File: config.mk
export PLATFORM = sky130hd
export DESIGN_NAME = trs_ctrl
export DESIGN_NICKNAME = d
export VERILOG_FILES = /design/src/rtl/trs_pkg.sv /design/src/rtl/trs_ctrl.sv
export SDC_FILE = /design/constraint.sdc
export NUM_CORES = 1
export LEC_CHECK = 0
export BUFFER_PORTS_ARGS = -buffer_cell sky130_fd_sc_hd__buf_2
export CORE_UTILIZATION = 53
export CTS_CLUSTER_DIAMETER = 80
export DETAILED_ROUTE_END_ITERATION = 16
export PLACE_DENSITY = 0.77
export SETUP_SLACK_MARGIN = 0.3
export SLEW_MARGIN = 20
export SYNTH_ARGS = -nofsm -noshare
export SYNTH_HDL_FRONTEND = slang
export SYNTH_SLANG_ARGS = --single-unit
File: constraint.sdc
create_clock -name clk_i -period 3.1 [get_ports clk_i]
set_clock_uncertainty 0.05 [all_clocks]
set_input_delay 0.31 -clock clk_i [delete_from_list [all_inputs] [get_ports clk_i]]
set_output_delay 0.31 -clock clk_i [all_outputs]
set_load 0.05 [all_outputs]
File: src/rtl/trs_pkg.sv
// Shared types and constants of the tiled region statistics unit.
// No dependencies; trs_dp, trs_ctrl, the top and the checker import this package.
package trs_pkg;

  localparam int unsigned TRS_MAX_ROWS = 256;
  localparam int unsigned TRS_MAX_COLS = 256;
  localparam int unsigned TRS_MAX_TPS  = 8;

  localparam int unsigned SAMPLE_W = 16;
  localparam int unsigned CFG_W    = 9;
  localparam int unsigned SIDE_W   = 4;
  localparam int unsigned TILE_W   = 3;
  localparam int unsigned IDX_W    = 6;
  localparam int unsigned MEAN_W   = 24;
  localparam int unsigned VAR_W    = 48;
  localparam int unsigned CNT_W    = 17;
  localparam int unsigned CELL_W   = SAMPLE_W + 1;

  localparam int unsigned TDO_W    = 144;
  localparam int unsigned MEAN_LSB = 0;
  localparam int unsigned VAR_LSB  = MEAN_LSB + MEAN_W;
  localparam int unsigned MIN_LSB  = VAR_LSB + VAR_W;
  localparam int unsigned MAX_LSB  = MIN_LSB + SAMPLE_W;
  localparam int unsigned ANOM_LSB = MAX_LSB + SAMPLE_W;
  localparam int unsigned CNT_LSB  = ANOM_LSB + CNT_W;
  localparam int unsigned PAD_W    = TDO_W - (CNT_LSB + CNT_W);

  localparam logic signed [SAMPLE_W-1:0] SAMPLE_MAX = 16'sh7fff;
  localparam logic signed [SAMPLE_W-1:0] SAMPLE_MIN = 16'sh8000;

  typedef enum logic [1:0] {
    REG_ROWS = 2'd0,
    REG_COLS = 2'd1,
    REG_SIDE = 2'd2
  } cfg_reg_e;

  typedef enum logic [1:0] {
    DIV_H    = 2'd0,
    DIV_W    = 2'd1,
    DIV_MEAN = 2'd2,
    DIV_VAR  = 2'd3
  } div_sel_e;

  typedef struct packed {
    logic     load_we;
    logic     div_go;
    div_sel_e div_sel;
    logic     tile_first;
    logic     tile_next;
    logic     scan_go;
    logic     pass2;
  } trs_cmd_t;

  typedef struct packed {
    logic load_end;
    logic div_done;
    logic scan_done;
    logic tile_empty;
    logic tile_last;
  } trs_stat_t;

endpackage

File: src/rtl/trs_ctrl.sv
// Controller FSM: load phase, tile size divides, per non-empty tile two-pass scan,
// mean/variance divides and result beat. Depends on trs_pkg.
module trs_ctrl (
  input  logic               clk_i,
  input  logic               rst_ni,
  input  logic               s_tvalid_i,
  output logic               s_tready_o,
  output logic               m_tvalid_o,
  input  logic               m_tready_i,
  input  trs_pkg::trs_stat_t stat_i,
  output trs_pkg::trs_cmd_t  cmd_o
);
  import trs_pkg::*;

  typedef enum logic [14:0] {
    S_LOAD  = 15'b000000000000001,
    S_HGO   = 15'b000000000000010,
    S_HWAIT = 15'b000000000000100,
    S_WGO   = 15'b000000000001000,
    S_WWAIT = 15'b000000000010000,
    S_TINIT = 15'b000000000100000,
    S_S1GO  = 15'b000000001000000,
    S_S1    = 15'b000000010000000,
    S_MGO   = 15'b000000100000000,
    S_MWAIT = 15'b000001000000000,
    S_S2GO  = 15'b000010000000000,
    S_S2    = 15'b000100000000000,
    S_VGO   = 15'b001000000000000,
    S_VWAIT = 15'b010000000000000,
    S_EMIT  = 15'b100000000000000
  } state_e;

  state_e state_q, state_d;

  always_ff @(posedge clk_i or negedge rst_ni) begin
    if (!rst_ni) state_q <= S_LOAD;
    else         state_q <= state_d;
  end

  always_comb begin
    state_d       = state_q;
    cmd_o         = '0;
    cmd_o.div_sel = DIV_H;
    s_tready_o    = 1'b0;
    m_tvalid_o    = 1'b0;
    unique case (state_q)
      S_LOAD: begin
        s_tready_o = 1'b1;
        if (s_tvalid_i) begin
          cmd_o.load_we = 1'b1;
          if (stat_i.load_end) state_d = S_HGO;
        end
      end
      S_HGO: begin
        cmd_o.div_go = 1'b1;
        state_d      = S_HWAIT;
      end
      S_HWAIT: if (stat_i.div_done) state_d = S_WGO;
      S_WGO: begin
        cmd_o.div_go  = 1'b1;
        cmd_o.div_sel = DIV_W;
        state_d       = S_WWAIT;
      end
      S_WWAIT: if (stat_i.div_done) state_d = S_TINIT;
      S_TINIT: begin
        cmd_o.tile_first = 1'b1;
        state_d          = S_S1GO;
      end
      S_S1GO: begin
        if (stat_i.tile_empty) begin
          state_d = S_EMIT;
        end else begin
          cmd_o.scan_go = 1'b1;
          state_d       = S_S1;
        end
      end
      S_S1: if (stat_i.scan_done) state_d = S_MGO;
      S_MGO: begin
        cmd_o.div_go  = 1'b1;
        cmd_o.div_sel = DIV_MEAN;
        state_d       = S_MWAIT;
      end
      S_MWAIT: if (stat_i.div_done) state_d = S_S2GO;
      S_S2GO: begin
        cmd_o.scan_go = 1'b1;
        cmd_o.pass2   = 1'b1;
        state_d       = S_S2;
      end
      S_S2: if (stat_i.scan_done) state_d = S_VGO;
      S_VGO: begin
        cmd_o.div_go  = 1'b1;
        cmd_o.div_sel = DIV_VAR;
        state_d       = S_VWAIT;
      end
      S_VWAIT: if (stat_i.div_done) state_d = S_EMIT;
      S_EMIT: begin
        m_tvalid_o = 1'b1;
        if (m_tready_i) begin
          if (stat_i.tile_last) begin
            state_d = S_LOAD;
          end else begin
            cmd_o.tile_next = 1'b1;
            state_d         = S_S1GO;
          end
        end
      end
      default: state_d = S_LOAD;
    endcase
  end

endmodule

# Yosys cells after proc, flatten, opt, wreduce, memory -nomap -nowiden
# Cells that the tools add are included.
# W data, S select, Z words.
# classes
eq_ne,24
n_mux,25
n_reduce_logical,2
# ops
op,count
$pmux W15 S15,1
$mux W15,10
$ne A2 B2 Y1 const B,9
$eq A15 B1 Y1 const B,1
$eq A15 B10 Y1 const B,1
$eq A15 B11 Y1 const B,1
$eq A15 B12 Y1 const B,1
$eq A15 B13 Y1 const B,1
$eq A15 B14 Y1 const B,1
$eq A15 B15 Y1 const B,1
$eq A15 B2 Y1 const B,1
$eq A15 B3 Y1 const B,1
$eq A15 B4 Y1 const B,1
$eq A15 B5 Y1 const B,1
$eq A15 B6 Y1 const B,1
$eq A15 B7 Y1 const B,1
$eq A15 B8 Y1 const B,1
$eq A15 B9 Y1 const B,1
$mux W1,11
$reduce_and A9 Y1,1
$mux W7,1
$pmux W2 S3,1
$reduce_or A4 Y1,1
$pmux W1 S2,1
# totals
register_bits,15
in_bits,9
out_inout_bits,10
elab_cells,52

# Logic depth before layout (Yosys ltp)
# depth
word_depth,3
mapped_depth,10
mapped_depth_nobuf,8

# Worst setup path after synthesis
# Ideal clock, no wire load.
# synth_path
kind,reg-to-reg
from,register state_q[2]
to,register state_q[6]
setup_time_ns,0.078
t_arrival_ns,3.363
t_required_ns,2.972
path_slack_ns,-0.391
path_stages_with_launch,8
path_buffers,2
period_less_slack_ns,3.491
path_cell_list,dfrtp_1 > buf_6 > or4_4 > buf_6 > or3_4 > nor4_1 > nor2_1 > nor2_1
# synth_via
elab_chain_len,3
word_cells_on_any_way,26
cone_classes,24 x eq/ne; 1 x mux; 1 x reduce/logical
# synth_lines
item,line,source
from (decl),trs_ctrl.sv:33,"state_e state_q, state_d;"
from (signal assigned),trs_ctrl.sv:37,else state_q <= state_d;
"$eq A15 B1 Y1, or another cell as far along",trs_ctrl.sv:46,unique case (state_q)
$ne A2 B2 Y1 (no line),n/a,
$reduce_and A9 Y1 (no line),n/a,
# Several ways; a longest one is shown, not always the timed one.
# A chain may end at the register's enable or synchronous reset.

==> metrics.md <==
| Metric | Value |
|---|---|
| Chip width | `roughly 45 µm` |
| Worst slack, placed | `0.563 ns` |
| Die area | `between 2000 and 2500 µm²` |
| Die height | `45.5 µm` |
| Commonest non-fill, non-tap cell in the layout | `buf_2` |
| Port-buffer cells | `18` |
| Fraction of layout cells with a size suffix above 1 | `about a third` |
| WP data arrival | `2.35 ns` |
| Kind of critical path | `flip-flop to output port` |
| Comb pwr share | `between 50% and 60%` |
| Slowest CP cell | `or4_4` |
| NetSw | `0.000381 W` |
| Routed Wire Length | `approximately 2.4 mm` |
| # setup viols final | `0` |
| Worst path required time | `around 2.7 ns` |
| Yosys reg bits | `15` |
| DR vias/cell | `~6` |
| Biggest cell delay along the critical path | `between 0.5 and 0.6 ns` |
| Period Utilization, post-route | `87.4%` |
| CTS tree | `yes` |
| GRT Util Overall | `26.1%` |
| DRT antenna net count | `0` |
| Pre-Repair DR Iteration Count | `4` |
| Post-DP HPWL | `approximately 1.8 mm` |
| First-pass GRT wire length | `3.72 mm` |
| Yosys cell types | `38` |
| Total number of vias | `between 900 and 1k` |
| Leak | `0.563 nW` |
| Setup TNS | `0 ns` |
| Max clock buf depth | `2` |
| Switching Fraction | `45.8%` |
| Reg power frac | `31.4%` |
| Max reg flops | `15` |
| Syn Area/Cell | `8.57 µm²` |
| Tmin final | `2.71 ns` |
| Routed len/inst | `14.8 µm` |
| Synth Instances | `117` |
| Detailed-route DRC error count | `0` |
| Area Growth Syn to Fin | `20.1%` |
| EDFF count, synth | `0` |
| Core area | `~1700 µm²` |
| Final Slew Violations | `0` |
| Status | `finished, final reports clean` |
| Clk Latency, worst-skew pair | `about 0.3 ns` |
| CP endpoint kind | `output port` |
| # Max-Cap Violations | `0` |
| Hold Fails Final Rpt | `0` |
| Most frequent cells in the layout | `buf_2 (17), nand2_1 (15), nor2_1 (11), dfrtp_1 (11), nor3_1 (9)` |
| Hold WC Path Type | `primary input to flip-flop` |
| RSZ-0062 raised after global routing | `false` |
| N_diodes | `0` |
| Crit-path max FO | `8` |
| IO Count | `19` |
| Non-filler instance count after layout | `160` |
| Int Power | `0.000451 W` |
| Global route overflow | `0` |
| Reg with most FFs | `state_q` |
| Initial Util | `57.4%` |
| Final-stage net count | `roughly 150` |
| Initial DRC Count | `14` |
| Clk sink count | `15` |
| PD cells | `690 nW/µm²` |
| Slew margin rel. | `a little under three quarters` |
| Placed cell area | `about 1100 µm²` |
| Root Buffer | `clkbuf_4` |
| Number of global-route vias before repair | `766` |
| Synth warnings | `0` |
| CTS buffer count | `3` |
| Post-Syn Area | `1000 µm²` |
| Startpoint Class | `flip-flop` |
| Worst VDD drop | `0.478 mV` |
| Placed insts | `roughly 150` |
| Largest net degree at the start of global routing | `16` |
| FFs w/ async S/R, synth | `100%` |
| GP Congestion | `0.892` |
| Max Fclk | `369 MHz` |
| # H-tree levels | `1` |
| Initial antenna violation count | `0` |
| CP bufs+invs | `1` |
| Synth Flop Type | `dfrtp_1` |
| Register clock-pin slew on the reported worst setup and hold paths | `0.10 ns` |
| Crit-path leading delay family | `simple AND/OR/NAND/NOR gates` |
| Clock share of power | `14.1%` |
| Critical-path cell list | `or4_4 > or3_4 > nor2_2 > nand3_1 > o21ai_2 > buf_6` |
| Worst setup margin | `around 0.4 ns` |
| Utilization after layout | `69.0%` |
| Largest registers | `state_q x15` |
| Sequential-to-total area share from yosys stat | `37.6%` |
| # rows | `15` |
| Fill cell count | `~140` |
| Syn nets | `126` |
| Final instance area | `roughly 1200 µm²` |
| Worst-Margin Slew | `0.424 ns` |
metrics by stage:
stage                     hold WS, ns  total power, W
final                           0.182        0.000831
after global routing            0.203        0.000874
after CTS                       0.193        0.000807
after detailed placement        0.182        0.000688
after global placement          0.183        0.000684
after floorplan               -0.0356        0.000616
metal layers:
metal  global-route usage, %  wire length, µm  up-vias
met5                       0                0        -
met4                    7.27               46        0
met3                    4.76              102        9
met2                    40.6             1120       24
met1                    37.0             1100      462
li1                        -                -      469
cell type report:
cell class	count	area, µm²	area share [%]
clock inverter	1	5.00	0.416
multi-input combinational	90	621	51.6
inverter	4	15.0	1.25
clock buffer	3	22.5	1.87
timing repair buffer	22	129	10.7
sequential	15	380	31.6
tap	25	31.3	2.60
power groups by stage:
| stage | Sequential (W) | Combinational [W] | Clock (W) |
|---|---|---|---|
| after floorplan | 0.000237 | 0.000379 | 0 |
| after global placement | 0.000271 | 0.000413 | 0 |
| after detailed placement | 0.000271 | 0.000416 | 0 |
| after CTS | 0.000269 | 0.000421 | 0.000117 |
| after global routing | 0.000264 | 0.000487 | 0.000123 |
| final | 0.000261 | 0.000453 | 0.000117 |
cell usage after synthesis, types with 2 or more instances:
library cell  count  area (µm²)
nand4b_1          3        26.3
xor2_1            2        17.5
a32o_1            2        20.0
nor3_1            9        45.0
buf_6             2        22.5
or4b_2            2        20.0
buf_2             3        15.0
nand3_1           5        25.0
nand2_1          15        56.3
nor4b_1           3        26.3
xnor2_1           3        26.3
nor3b_1           3        22.5
nor4_1            6        37.5
or4_1             2        15.0
and2_1            3        18.8
inv_1             3        11.3
nor2_1           12        45.0
dfrtp_1          14         350
nand4_1           2        12.5
o21ai_0           3        15.0
clkbuf_1          3        11.3
logic make-up (layout without fill, tap and decap cells):
kind of cell    after synthesis  in the layout  share of synthesized area, %
simple gates                 74             74                          42.9
xor+xnor                      5              5                          4.37
buf+inv                      12             30                          6.37
flops                        15             15                          37.6
compound gates               11             11                          8.74
timing repair:
item	in CTS	in global routing
endpoints found under the setup margin	1	7
setup buffers	0	1
hold buffers	1	0
hold endpoints to repair	14	0
resized for setup	3	8
worst paths after layout:
kind / cells after the start / startpoint / endpoint / slack, ns
max in group asynchronous: 2 / rst_ni / state_q[0] / 2.31
min in group asynchronous: 2 / rst_ni / state_q[12] / 0.39
worst max register to register: 6 / state_q[3] / state_q[0] / 0.56
worst min register to register: 1 / state_q[2] / state_q[2] / 0.48
worst max-delay path: 6 / state_q[3] / cmd_o[1] / 0.39
worst min-delay path: 2 / stat_i[1] / state_q[7] / 0.18
Power figures use the tool's default switching activity.
